===== src/rtl/rrcf_pkg.sv =====
// Shared types, register codes and arithmetic helpers for the rounded
// rectangle coverage fill block. No dependencies.
package rrcf_pkg;

    localparam logic [12:0] MAX_DIM = 13'd4096;
    localparam int          NSTAGE  = 10;

    localparam logic [2:0] REG_WIDTH  = 3'd0;
    localparam logic [2:0] REG_HEIGHT = 3'd1;
    localparam logic [2:0] REG_RADIUS = 3'd2;
    localparam logic [2:0] REG_MASK   = 3'd3;
    localparam logic [2:0] REG_COLOR  = 3'd4;
    localparam logic [2:0] REG_GALPHA = 3'd5;
    localparam logic [2:0] REG_INVERT = 3'd6;

    typedef struct packed {
        logic [12:0] w_sat;
        logic [12:0] h_sat;
        logic [11:0] rad_eff;
        logic [28:0] r2;
        logic [7:0]  ca;
        logic [3:0]  corner_mask;
        logic [23:0] fill_rgb;
        logic        invert;
    } rrcf_cfg_t;

    // x / 255 for x up to 65279
    function automatic logic [7:0] div255(input logic [15:0] x);
        logic [16:0] t;
        t = {1'b0, x} + 17'd1 + {9'b0, x[15:8]};
        return t[15:8];
    endfunction

    // hits * 255 / 16
    function automatic logic [7:0] cov_lut(input logic [4:0] hits);
        logic [11:0] p;
        p = {hits, 7'b0} + {1'b0, hits, 6'b0} + {2'b0, hits, 5'b0} + {3'b0, hits, 4'b0}
            + {4'b0, hits, 3'b0} + {5'b0, hits, 2'b0} + {6'b0, hits, 1'b0} + {7'b0, hits};
        return p[11:4];
    endfunction

    // d + n / 255, division truncating toward zero, modulo 256
    function automatic logic [7:0] blend_chan(input logic signed [17:0] n,
                                              input logic [7:0] d);
        logic [17:0] neg;
        logic [7:0]  q;
        neg = 18'(-n);
        if (n[17])
        begin
            q = 8'd0 - div255(neg[15:0]);
        end
        else
        begin
            q = div255(n[15:0]);
        end
        return d + q;
    endfunction

endpackage


===== src/rtl/rrcf_regs.sv =====
// APB-style register file for the coverage fill block, plus the
// registered values derived from it (saturated sizes, radius, alpha).
// Depends on rrcf_pkg.
module rrcf_regs
    import rrcf_pkg::*;
(
    input  logic        clk,
    input  logic        rst_n,
    input  logic        psel,
    input  logic        penable,
    input  logic        pwrite,
    input  logic [4:0]  paddr,
    input  logic [31:0] pwdata,
    output logic [31:0] prdata,
    output logic        pready,
    output rrcf_cfg_t   cfg
);

    logic [12:0] width_reg;
    logic [12:0] height_reg;
    logic [12:0] radius_reg;
    logic [3:0]  mask_reg;
    logic [31:0] color_reg;
    logic [7:0]  galpha_reg;
    logic        invert_reg;

    logic [12:0] wsat_reg, wsat_next;
    logic [12:0] hsat_reg, hsat_next;
    logic [11:0] rad_reg, rad_next;
    logic [15:0] caprod_reg, caprod_next;
    logic [7:0]  ca_reg, ca_next;
    logic [28:0] r2_reg, r2_next;

    logic [2:0]  idx;
    logic        wr;
    logic [12:0] rsat;
    logic [12:0] rmin1;
    logic [23:0] rsq;

    assign pready = 1'b1;
    assign idx    = paddr[4:2];
    assign wr     = psel & penable & pwrite & pready;

    always_ff @(posedge clk or negedge rst_n)
    begin
        if (!rst_n)
        begin
            width_reg  <= 13'd1;
            height_reg <= 13'd1;
            radius_reg <= 13'd0;
            mask_reg   <= 4'hF;
            color_reg  <= 32'd0;
            galpha_reg <= 8'hFF;
            invert_reg <= 1'b0;
        end
        else if (wr)
        begin
            case (idx)
                REG_WIDTH:  width_reg  <= pwdata[12:0];
                REG_HEIGHT: height_reg <= pwdata[12:0];
                REG_RADIUS: radius_reg <= pwdata[12:0];
                REG_MASK:   mask_reg   <= pwdata[3:0];
                REG_COLOR:  color_reg  <= pwdata;
                REG_GALPHA: galpha_reg <= pwdata[7:0];
                REG_INVERT: invert_reg <= pwdata[0];
                default:    ;
            endcase
        end
    end

    always_comb
    begin
        case (idx)
            REG_WIDTH:  prdata = {19'd0, width_reg};
            REG_HEIGHT: prdata = {19'd0, height_reg};
            REG_RADIUS: prdata = {19'd0, radius_reg};
            REG_MASK:   prdata = {28'd0, mask_reg};
            REG_COLOR:  prdata = color_reg;
            REG_GALPHA: prdata = {24'd0, galpha_reg};
            REG_INVERT: prdata = {31'd0, invert_reg};
            default:    prdata = 32'd0;
        endcase
    end

    // radius clamps to min(radius, w/2, h/2)
    always_comb
    begin
        wsat_next   = (width_reg  > MAX_DIM) ? MAX_DIM : width_reg;
        hsat_next   = (height_reg > MAX_DIM) ? MAX_DIM : height_reg;
        rsat        = (radius_reg > MAX_DIM) ? MAX_DIM : radius_reg;
        rmin1       = (rsat > (wsat_next >> 1)) ? (wsat_next >> 1) : rsat;
        rmin1       = (rmin1 > (hsat_next >> 1)) ? (hsat_next >> 1) : rmin1;
        rad_next    = rmin1[11:0];
        caprod_next = color_reg[31:24] * galpha_reg + 16'd127;
        ca_next     = div255(caprod_reg);
        rsq         = rad_reg * rad_reg;
        r2_next     = {rsq[22:0], 6'b0};
    end

    always_ff @(posedge clk or negedge rst_n)
    begin
        if (!rst_n)
        begin
            wsat_reg   <= 13'd1;
            hsat_reg   <= 13'd1;
            rad_reg    <= 12'd0;
            caprod_reg <= 16'd127;
            ca_reg     <= 8'd0;
            r2_reg     <= 29'd0;
        end
        else
        begin
            wsat_reg   <= wsat_next;
            hsat_reg   <= hsat_next;
            rad_reg    <= rad_next;
            caprod_reg <= caprod_next;
            ca_reg     <= ca_next;
            r2_reg     <= r2_next;
        end
    end

    always_comb
    begin
        cfg.w_sat       = wsat_reg;
        cfg.h_sat       = hsat_reg;
        cfg.rad_eff     = rad_reg;
        cfg.r2          = r2_reg;
        cfg.ca          = ca_reg;
        cfg.corner_mask = mask_reg;
        cfg.fill_rgb    = color_reg[23:0];
        cfg.invert      = invert_reg;
    end

endmodule


===== src/rtl/rounded_rect_coverage_fill.sv =====
// Top level of the rounded rectangle coverage fill: ten-stage pixel
// pipeline (coverage by 4x4 supersampling, alpha weighting, blend).
// Depends on rrcf_pkg and rrcf_regs.
//
// Channel   Dir  Signals                          Payload
// s_*       in   s_tvalid s_tready s_tdata[55:0]  rel_x, rel_y, dest_pixel
// m_*       out  m_tvalid m_tready m_tdata m_tuser new_pixel, write_enable
// apb       in   psel penable pwrite paddr pwdata  registers at 4*index
//
// One pixel per clock unless m_tready stalls the output.
// Each stage has its own valid bit and loads when it is empty or drains,
// so bubbles close up under an output stall.
// Derived values are registered; r2 follows rad_reg and ca follows caprod_reg.
// Reset clears all valid bits and loads the register defaults.
module rounded_rect_coverage_fill
    import rrcf_pkg::*;
(
    input  logic        clk,
    input  logic        rst_n,
    input  logic        s_tvalid,
    output logic        s_tready,
    input  logic [55:0] s_tdata,   // rel_x[11:0], rel_y[23:12], dest_pixel[55:24]
    output logic        m_tvalid,
    input  logic        m_tready,
    output logic [31:0] m_tdata,   // new_pixel[31:0]
    output logic        m_tuser,   // write_enable
    input  logic        psel,
    input  logic        penable,
    input  logic        pwrite,
    input  logic [4:0]  paddr,
    input  logic [31:0] pwdata,
    output logic [31:0] prdata,
    output logic        pready
);

    rrcf_cfg_t cfg;

    rrcf_regs u_regs (
        .clk     (clk),
        .rst_n   (rst_n),
        .psel    (psel),
        .penable (penable),
        .pwrite  (pwrite),
        .paddr   (paddr),
        .pwdata  (pwdata),
        .prdata  (prdata),
        .pready  (pready),
        .cfg     (cfg)
    );

    logic [NSTAGE-1:0] v_reg, v_next;
    logic [NSTAGE-1:0] rdy;

    logic [31:0]        dst_reg [0:8];
    logic               skip_reg [1:8];
    logic               corner_reg [1:4];
    logic [11:0]        px0_reg, py0_reg;
    logic signed [11:0] ex1_reg, ey1_reg;
    logic signed [14:0] bx2_reg, by2_reg;
    logic [27:0]        sqx2_reg, sqy2_reg;
    logic [27:0]        dx2_reg [0:3];
    logic [27:0]        dy2_reg [0:3];
    logic [15:0]        hit4_reg;
    logic [7:0]         cov5_reg;
    logic [15:0]        aprod6_reg;
    logic [7:0]         a7_reg;
    logic               full_reg [7:8];
    logic signed [17:0] n8_reg [0:2];
    logic [31:0]        pix_reg;
    logic               we_reg;

    // stage 1 logic
    logic [12:0] px13, py13, rad13, wmr, hmr, exl, exr, eyl, eyr;
    logic        xl, xr, yl, yr, outside1, corner1;
    logic [1:0]  cidx;
    // stage 2 logic
    logic signed [14:0] bx, by;
    logic signed [29:0] sqx, sqy;
    // stage 3 logic
    logic [29:0] bxe, bye;
    logic [27:0] dx2_next [0:3];
    logic [27:0] dy2_next [0:3];
    // stage 4 logic
    logic [15:0] hit_next;
    // stage 5 logic
    logic [2:0]  nib [0:3];
    logic [4:0]  hits;
    logic [7:0]  cov_next;
    // stage 7 logic
    logic [7:0]  a_next;
    // stage 8 logic
    logic signed [17:0] n_next [0:2];
    // stage 9 logic
    logic [31:0] pix_next;

    always_comb
    begin
        rdy[NSTAGE-1] = ~v_reg[NSTAGE-1] | m_tready;
        for (int k = NSTAGE - 2; k >= 0; k--)
        begin
            rdy[k] = ~v_reg[k] | rdy[k+1];
        end
        v_next[0] = rdy[0] ? s_tvalid : v_reg[0];
        for (int k = 1; k < NSTAGE; k++)
        begin
            v_next[k] = rdy[k] ? v_reg[k-1] : v_reg[k];
        end
    end

    always_ff @(posedge clk or negedge rst_n)
    begin
        if (!rst_n)
        begin
            v_reg <= '0;
        end
        else
        begin
            v_reg <= v_next;
        end
    end

    assign s_tready = rdy[0];
    assign m_tvalid = v_reg[NSTAGE-1];
    assign m_tdata  = pix_reg;
    assign m_tuser  = we_reg;

    always_comb
    begin
        px13     = {1'b0, px0_reg};
        py13     = {1'b0, py0_reg};
        rad13    = {1'b0, cfg.rad_eff};
        wmr      = cfg.w_sat - rad13;
        hmr      = cfg.h_sat - rad13;
        outside1 = (px13 >= cfg.w_sat) || (py13 >= cfg.h_sat);
        xl       = px13 < rad13;
        xr       = px13 >= wmr;
        yl       = py13 < rad13;
        yr       = py13 >= hmr;
        exl      = px13 - rad13;
        exr      = px13 - wmr;
        eyl      = py13 - rad13;
        eyr      = py13 - hmr;
        cidx     = {~yl, ~xl};
        corner1  = (cfg.rad_eff != 12'd0) && (xl || xr) && (yl || yr)
                   && cfg.corner_mask[cidx];
    end

    always_comb
    begin
        bx  = {ex1_reg, 3'b001};
        by  = {ey1_reg, 3'b001};
        sqx = bx * bx;
        sqy = by * by;
    end

    // (b + 2i)^2 = b^2 + 4ib + 4i^2
    always_comb
    begin
        bxe = {{15{bx2_reg[14]}}, bx2_reg};
        bye = {{15{by2_reg[14]}}, by2_reg};
        for (int i = 0; i < 4; i++)
        begin
            dx2_next[i] = 28'({2'b0, sqx2_reg} + bxe * 30'(4 * i) + 30'(4 * i * i));
            dy2_next[i] = 28'({2'b0, sqy2_reg} + bye * 30'(4 * i) + 30'(4 * i * i));
        end
    end

    always_comb
    begin
        for (int j = 0; j < 4; j++)
        begin
            for (int i = 0; i < 4; i++)
            begin
                hit_next[j*4+i] = ({1'b0, dx2_reg[i]} + {1'b0, dy2_reg[j]}) <= cfg.r2;
            end
        end
    end

    always_comb
    begin
        for (int g = 0; g < 4; g++)
        begin
            nib[g] = {2'b0, hit4_reg[g*4]} + {2'b0, hit4_reg[g*4+1]}
                     + {2'b0, hit4_reg[g*4+2]} + {2'b0, hit4_reg[g*4+3]};
        end
        hits     = {2'b0, nib[0]} + {2'b0, nib[1]} + {2'b0, nib[2]} + {2'b0, nib[3]};
        cov_next = corner_reg[4] ? cov_lut(hits) : 8'hFF;
        if (cfg.invert)
        begin
            cov_next = ~cov_next;
        end
    end

    assign a_next = div255(aprod6_reg);

    always_comb
    begin
        for (int c = 0; c < 3; c++)
        begin
            n_next[c] = ($signed({1'b0, cfg.fill_rgb[c*8 +: 8]})
                         - $signed({1'b0, dst_reg[7][c*8 +: 8]}))
                        * $signed({1'b0, a7_reg}) + 18'sd127;
        end
    end

    always_comb
    begin
        if (skip_reg[8])
        begin
            pix_next = dst_reg[8];
        end
        else if (full_reg[8])
        begin
            pix_next = {8'hFF, cfg.fill_rgb};
        end
        else
        begin
            pix_next = {8'hFF, blend_chan(n8_reg[2], dst_reg[8][23:16]),
                        blend_chan(n8_reg[1], dst_reg[8][15:8]),
                        blend_chan(n8_reg[0], dst_reg[8][7:0])};
        end
    end

    always_ff @(posedge clk)
    begin
        if (rdy[0])
        begin
            px0_reg    <= s_tdata[11:0];
            py0_reg    <= s_tdata[23:12];
            dst_reg[0] <= s_tdata[55:24];
        end
        for (int k = 1; k < 9; k++)
        begin
            if (rdy[k])
            begin
                dst_reg[k] <= dst_reg[k-1];
            end
        end
        if (rdy[1])
        begin
            skip_reg[1]   <= outside1;
            corner_reg[1] <= corner1;
            ex1_reg       <= xl ? exl[11:0] : exr[11:0];
            ey1_reg       <= yl ? eyl[11:0] : eyr[11:0];
        end
        if (rdy[2])
        begin
            skip_reg[2]   <= skip_reg[1];
            corner_reg[2] <= corner_reg[1];
            bx2_reg       <= bx;
            by2_reg       <= by;
            sqx2_reg      <= sqx[27:0];
            sqy2_reg      <= sqy[27:0];
        end
        if (rdy[3])
        begin
            skip_reg[3]   <= skip_reg[2];
            corner_reg[3] <= corner_reg[2];
            for (int i = 0; i < 4; i++)
            begin
                dx2_reg[i] <= dx2_next[i];
                dy2_reg[i] <= dy2_next[i];
            end
        end
        if (rdy[4])
        begin
            skip_reg[4]   <= skip_reg[3];
            corner_reg[4] <= corner_reg[3];
            hit4_reg      <= hit_next;
        end
        if (rdy[5])
        begin
            skip_reg[5] <= skip_reg[4] || (cov_next == 8'd0) || (cfg.ca == 8'd0);
            cov5_reg    <= cov_next;
        end
        if (rdy[6])
        begin
            skip_reg[6] <= skip_reg[5];
            aprod6_reg  <= cfg.ca * cov5_reg;
        end
        if (rdy[7])
        begin
            skip_reg[7] <= skip_reg[6] || (a_next == 8'd0);
            full_reg[7] <= a_next == 8'hFF;
            a7_reg      <= a_next;
        end
        if (rdy[8])
        begin
            skip_reg[8] <= skip_reg[7];
            full_reg[8] <= full_reg[7];
            for (int c = 0; c < 3; c++)
            begin
                n8_reg[c] <= n_next[c];
            end
        end
        if (rdy[9])
        begin
            pix_reg <= pix_next;
            we_reg  <= ~skip_reg[8];
        end
    end

    a_written_opaque: assert property (@(posedge clk) disable iff (!rst_n)
        m_tvalid && m_tuser |-> m_tdata[31:24] == 8'hFF)
        else $error("written pixel not opaque");

    a_ready_only_full: assert property (@(posedge clk) disable iff (!rst_n)
        !s_tready |-> (&v_reg))
        else $error("input stalled with a bubble in the pipeline");

    a_stall_holds: assert property (@(posedge clk) disable iff (!rst_n)
        v_reg[5] && !rdy[5] |=> v_reg[5] && $stable(cov5_reg) && $stable(dst_reg[5]))
        else $error("stalled stage lost its item");

    a_zero_alpha: assert property (@(posedge clk) disable iff (!rst_n)
        m_tvalid && (cfg.ca == 8'd0) |-> !m_tuser)
        else $error("write with zero fill alpha");

endmodule

===== config.mk =====
export PLATFORM = sky130hd
export DESIGN_NAME = rounded_rect_coverage_fill
export DESIGN_NICKNAME = d
export VERILOG_FILES = /design/src/rtl/rrcf_pkg.sv /design/src/rtl/rrcf_regs.sv /design/src/rtl/rounded_rect_coverage_fill.sv
export SDC_FILE = /design/constraint.sdc
export NUM_CORES = 2
export LEC_CHECK = 0
export ABC_AREA = 1
export BUFFER_PORTS_ARGS = -buffer_cell sky130_fd_sc_hd__buf_4
export CAP_MARGIN = 0
export CORE_MARGIN = 3
export CORE_UTILIZATION = 40
export CTS_CLUSTER_SIZE = 10
export DETAILED_ROUTE_END_ITERATION = 10
export SLEW_MARGIN = 40
export SYNTH_ARGS = -nofsm -noshare
export SYNTH_HDL_FRONTEND = slang
export SYNTH_SLANG_ARGS = --single-unit

===== constraint.sdc =====
create_clock -name clk -period 23.8 [get_ports clk]
set_input_delay 3.57 -clock clk [delete_from_list [all_inputs] [get_ports clk]]
set_output_delay 3.57 -clock clk [all_outputs]
set_load 0.005 [all_outputs]

After elaboration in Yosys (flattened, before gate mapping) --
Memory sizes are Yosys's and may differ from the RTL's. Index checks and enable logic that the tools add are counted.
Cells by class: mux-type cells 41, multipliers 10, reduce and logical (&&, ||, !) cells 21, eq/ne operators 7, magnitude comparators 28, $add $sub $neg 88, bitwise gates (word level) 26
Operators with widths (count):
- $add A28 B28 Y29 | 16
- $le A29 B29 Y1 | 16
- $pmux W32 S7 | 1
- $add A16 B1 Y16 const B | 8
- $add A16 B8 Y16 | 8
- $mux W8 | 11
- $mul A30 B2 Y26 const B | 2
- $add A28 B17 Y28 | 2
- $add A28 B18 Y28 | 2
- $add A28 B28 Y28 | 2
- $add A28 B3 Y28 const B | 2
- $add A28 B5 Y28 const B | 2
- $add A28 B6 Y28 const B | 2
- $mul A15 B15 Y28 | 2
- $add A18 B8 Y18 const B | 3
- $mul A9 B9 Y18 | 3
- $ge A12 B13 Y1 | 4
- $mux W13 | 4
- $neg A16 Y16 | 3
- $sub A12 B12 Y12 | 4
- $gt A13 B13 Y1 const B | 3
- $mux W12 | 3
- $mul A8 B8 Y16 | 2
- $mux W32 | 1
- 39 further kinds | 115
Word-level totals: memories kept 7, bits in writable memories 580, output and inout bits 68, bits in registers 388, word-level logic and storage cells 265, input bits 100
Memory list:
- dst_reg | words 9, width 32, read ports 9, clocked after Yosys merged registers in 0, wr ports 9, RTL line rounded_rect_coverage_fill.sv:54 | logic [31:0] dst_reg [0:8];
- dx2_reg | words 4, width 28, read ports 4, clocked after Yosys merged registers in 0, wr ports 4, RTL line rounded_rect_coverage_fill.sv:61 | logic [27:0] dx2_reg [0:3];
- dy2_reg | words 4, width 28, read ports 4, clocked after Yosys merged registers in 0, wr ports 4, RTL line rounded_rect_coverage_fill.sv:62 | logic [27:0] dy2_reg [0:3];
- n8_reg | words 3, width 18, read ports 3, clocked after Yosys merged registers in 0, wr ports 3, RTL line rounded_rect_coverage_fill.sv:68 | logic signed [17:0] n8_reg [0:2];
- skip_reg | words 8, width 1, read ports 8, clocked after Yosys merged registers in 0, wr ports 8, RTL line rounded_rect_coverage_fill.sv:55 | logic skip_reg [1:8];
- corner_reg | words 4, width 1, read ports 4, clocked after Yosys merged registers in 0, wr ports 4, RTL line rounded_rect_coverage_fill.sv:56 | logic corner_reg [1:4];
- +1 memories

Longest topological paths before layout --
word-level depth 19, mapped depth 40, mapped depth without buffers 40

Hierarchy --
From an unflattened synthesis, not the netlist that was laid out.
Unflattened totals: cells, all modules 11428, area total of the unflattened synthesis 100113.5 sq um
Modules (own cells, without submodules):
- rounded_rect_coverage_fill | instances 1, cells an instance 9680, area each 86023.8 sq um, sequential area each 22321.4 sq um
- rrcf_regs | instances 1, cells an instance 1748, area each 14089.8 sq um, sequential area each 4232.8 sq um

Worst setup path after synthesis --
OpenSTA, ideal clock, no wires.
kind input to output, from input port m_tready, to output port s_tready, required time 20.230 ns, path buffers 0, cell stages on the path 18, data arrival time 18.409 ns, setup slack 1.821 ns, path through nor2_1 inv_1 nor2_1 inv_1 nor2_1 inv_1 nor2_1 inv_1 nor2_1 inv_1 nor2_1 inv_1 nor2_1 inv_1 nor2_1 inv_1 nor2_1 nand2_1
Between the ends: cells in the longest elaborated chain, start to end 10
RTL lines:
- start, declared | RTL line rounded_rect_coverage_fill.sv:24 | input logic m_tready,
- $or A1 B1 Y1 | RTL line rounded_rect_coverage_fill.sv:98 | rdy[NSTAGE-1] = ~v_reg[NSTAGE-1] | m_tready;
- net rdy[9] | RTL line rounded_rect_coverage_fill.sv:52 | logic [NSTAGE-1:0] rdy;
- $or A1 B1 Y1 | RTL line rounded_rect_coverage_fill.sv:101 | rdy[k] = ~v_reg[k] | rdy[k+1];
- net rdy[8] | RTL line rounded_rect_coverage_fill.sv:52
- $or A1 B1 Y1 | RTL line rounded_rect_coverage_fill.sv:101
- net rdy[7] | RTL line rounded_rect_coverage_fill.sv:52
- $or A1 B1 Y1 | RTL line rounded_rect_coverage_fill.sv:101
- net rdy[6] | RTL line rounded_rect_coverage_fill.sv:52
- $or A1 B1 Y1 | RTL line rounded_rect_coverage_fill.sv:101
- net rdy[5] | RTL line rounded_rect_coverage_fill.sv:52
- $or A1 B1 Y1 | RTL line rounded_rect_coverage_fill.sv:101
- net rdy[4] | RTL line rounded_rect_coverage_fill.sv:52
- $or A1 B1 Y1 | RTL line rounded_rect_coverage_fill.sv:101
- net rdy[3] | RTL line rounded_rect_coverage_fill.sv:52
- $or A1 B1 Y1 | RTL line rounded_rect_coverage_fill.sv:101
- net rdy[2] | RTL line rounded_rect_coverage_fill.sv:52
- $or A1 B1 Y1 (2 in series) | RTL line rounded_rect_coverage_fill.sv:101
- end, declared | RTL line rounded_rect_coverage_fill.sv:21 | output logic s_tready,
The timed path passes the listed nets, and every way through them passes these cells.

Final worst setup path --
Same ends and word-level chain as after synthesis.

==> flow_summary.yaml <==
global_routing:
  grt_antenna_before_repair: 17
  use_met3_pct: 2.28
  grtUsageMet1_pct: 30.9
  overflow: 0
  track_usage_pct: 22.5
  grt_pass1_vias: 78700
  grt_first_pass_wirelength_mm: 437
  grt_max_degree: 84
  use_met2_pct: 37.2
  top_usage_layer: "met2"
logic_synthesis:
  synth_warnings: 0
  synth_seq_cells: 913
  synthCells: 11000
  synth_area_leaders: "edfxtp_1 23%, ha_1 19%, fa_1 14%"
  yosysTopAreaCellShare_pct: 22.6
  yosysSeqAreaShare_pct: 27.2
  synth.distinct_cells: 81
  syn_avg_cell_area_sq_um: 8.87
  syn-num-nets: 13300
  ys.flop_type: "edfxtp_1"
  synth_edf_count: 735
  synth_top_area_cell: "edfxtp_1"
  async_flop_share_pct: 19.5
  syn-cell-area_sq_mm: 0.0977
detailed_routing:
  drt_iter0_markers: 5715
  via_per_inst: 5.34
  drcViolationCount: 0
  drtAntennaViolNets: 0
  routed_wl_mm: 285
  wl_per_cell_microns: 19.7
  vias: 77400
  firstDrtPassIters: 6
job:
  max_cap_viol_count: 0
critical_path:
  end_kind: "primary output"
  cp.arrival_ps: 7640
  slowest_stage: "inv_4"
  worstPathRequired_ps: 20230
  reg2reg_slack_ps: 15940
  reg2reg_to: "skip_reg[0][5]"
  worstReg2RegStart: "hit4_reg[5]"
  ff2ff_path_depth: 25
  crit_fanout: 83
  worst_path_largest_cell_delay_ps: 530
  cpMostUsedCell: "nor2_1"
  cp_cell_sequence: "buf_4 > nor2_1 > inv_1 > buf_4 > nor2_1 > inv_4 > nor2_1 > inv_4 > nor2_1 > inv_2 > nor2_1 > inv_1 > nor2_1 > inv_2 > nor2_1 > inv_8 > nor2_1 > inv_4 > nor2_1 > nand2_2 > buf_4"
  worstSetupPathType: "input port to primary output"
  cp-start-kind: "input port"
clocking:
  hold_buffers: 0
  cts_resized: 0
  cts_buffers: 112
  clockRootBuffer: "clkbuf_16"
  cts.sinks: 913
  cts_setup_buffers: 0
  clockBufferDepth: 3
  clkTransAtPathRegs_ps: 60
  cts_tree: "yes"
  insertion_delay_ps: 790
  htree_num_levels: 3
timing:
  fin_skew_ps: 115
  min_period_ps: 11210
  min_period_over_period_pct: 47.1
  fmax_mhz: 89.2
  hold_violations: 0
  tightest_slew_ps: 909
  slew_headroom_pct: 39.4
  slew_violations: 0
  setup_viol: 0
  finalSetupTns_ps: 0
  grt_setup_unrepaired: "false"
floorplanning:
  die-area_sq_mm: 0.250
  die_h_microns: 500
  ios: 168
  core_sq_mm: 0.242
  start_util_pct: 40.4
  rows: 180
  dieWidth_microns: 500
placement:
  dp_hpwl_mm: 236
  io_buffers: 164
  gp_congestion: 1.00
cells_and_area:
  fin_util_pct: 44.1
  n_fill_cell: 23100
  layout_common_cells: "1930 x inv_1, 1776 x nand2_1, 1512 x ha_1, 1011 x a21oi_1, 735 x edfxtp_1"
  largest_reg_flops: 288
  drive_above_1_share_pct: 5.06
  final_common_cell: "inv_1"
  final_nets: 13500
  syn2layout_area_growth_pct: 9.08
hold_path:
  min_to: "dst_reg[0][95]"
  hold_start: "dst_reg[0][63]"
  hold_class: "flip-flop to flip-flop"
  hold_depth: 0
run_status:
  status: "finished clean"
==> through the flow <==
step	cell area, sq um	setup WS, ps	instances	hold WS [ps]
3_5_place_dp	103000	12040	14300	405
5_1_grt	107000	12090	14500	343
4_1_cts	107000	12020	14500	346
6_report	107000	12590	14500	348
2_1_floorplan	97700	1820	11000	400
3_3_place_gp	103000	11780	14300	401
==> critical path, delay by kind of cell <==
| kind | cells | cell delay, ps |
|---|---|---|
| buf+inv | 11 | 2850 |
| simple gates | 10 | 1170 |
==> synthesized netlist by cell type, drive strengths merged (23+ instances only) <==
cell,count
inv,1954
nand2,1796
ha,1512
a21oi,1022
edfxtp,735
fa,669
nor2,630
xor2,543
o21ai,523
nand3,285
xnor2,219
dfrtp,155
clkbuf,126
nand4,119
nor3,94
o21bai,82
a31oi,63
a21o,52
nor4,52
o211ai,52
or2,46
a211oi,35
o221ai,34
dfstp,23
==> final cells by class <==
class | instances | area, sq um | share of cell area (%)
repair buffers | 232 | 1760 | 1.65
clock buffers | 179 | 3200 | 3.00
diodes | 1 | 2.50 | 0.00235
inverters | 1959 | 7370 | 6.91
flip-flops and latches | 913 | 26600 | 24.9
multi-input cells | 7999 | 63200 | 59.3
clock inverters | 26 | 492 | 0.461
well taps | 3185 | 3990 | 3.74
==> per-layer routing <==
layer,wire (microns),vias up,share of wire [%]
met5,27,-,0.0095
met4,9420,4,3.3
met3,16100,424,5.6
met2,132000,2183,46
met1,128000,37700,45
li1,-,37000,-
==> kinds of logic (layout without fill, tap and decap cells) <==
group,after synthesis,after routing,synth area share (%)
fa+ha+maj,2181,2181,33.1
simple gates,3065,3065,13.2
buf+inv,2105,2396,8.15
mux,1,1,0.0102
xor+xnor,762,762,6.85
flops,913,913,27.2
other cells,1,2,0.00384
compound gates,1989,1989,11.5
==> how the worst max path moves through the flow <==
stage          startpoint       end  slack (ps)  depth (start not counted)
3_3_place_gp     m_tready  s_tready       11780                         21
2_1_floorplan    m_tready  s_tready        1820                         18
4_1_cts          m_tready  s_tready       12020                         21
6_report         m_tready  s_tready       12590                         21
3_5_place_dp     m_tready  s_tready       12040                         21
5_1_grt          m_tready  s_tready       12090                         21
Power is not shown: default switching activity piles up to over one toggle a cycle in this logic, so the estimate is an artifact.
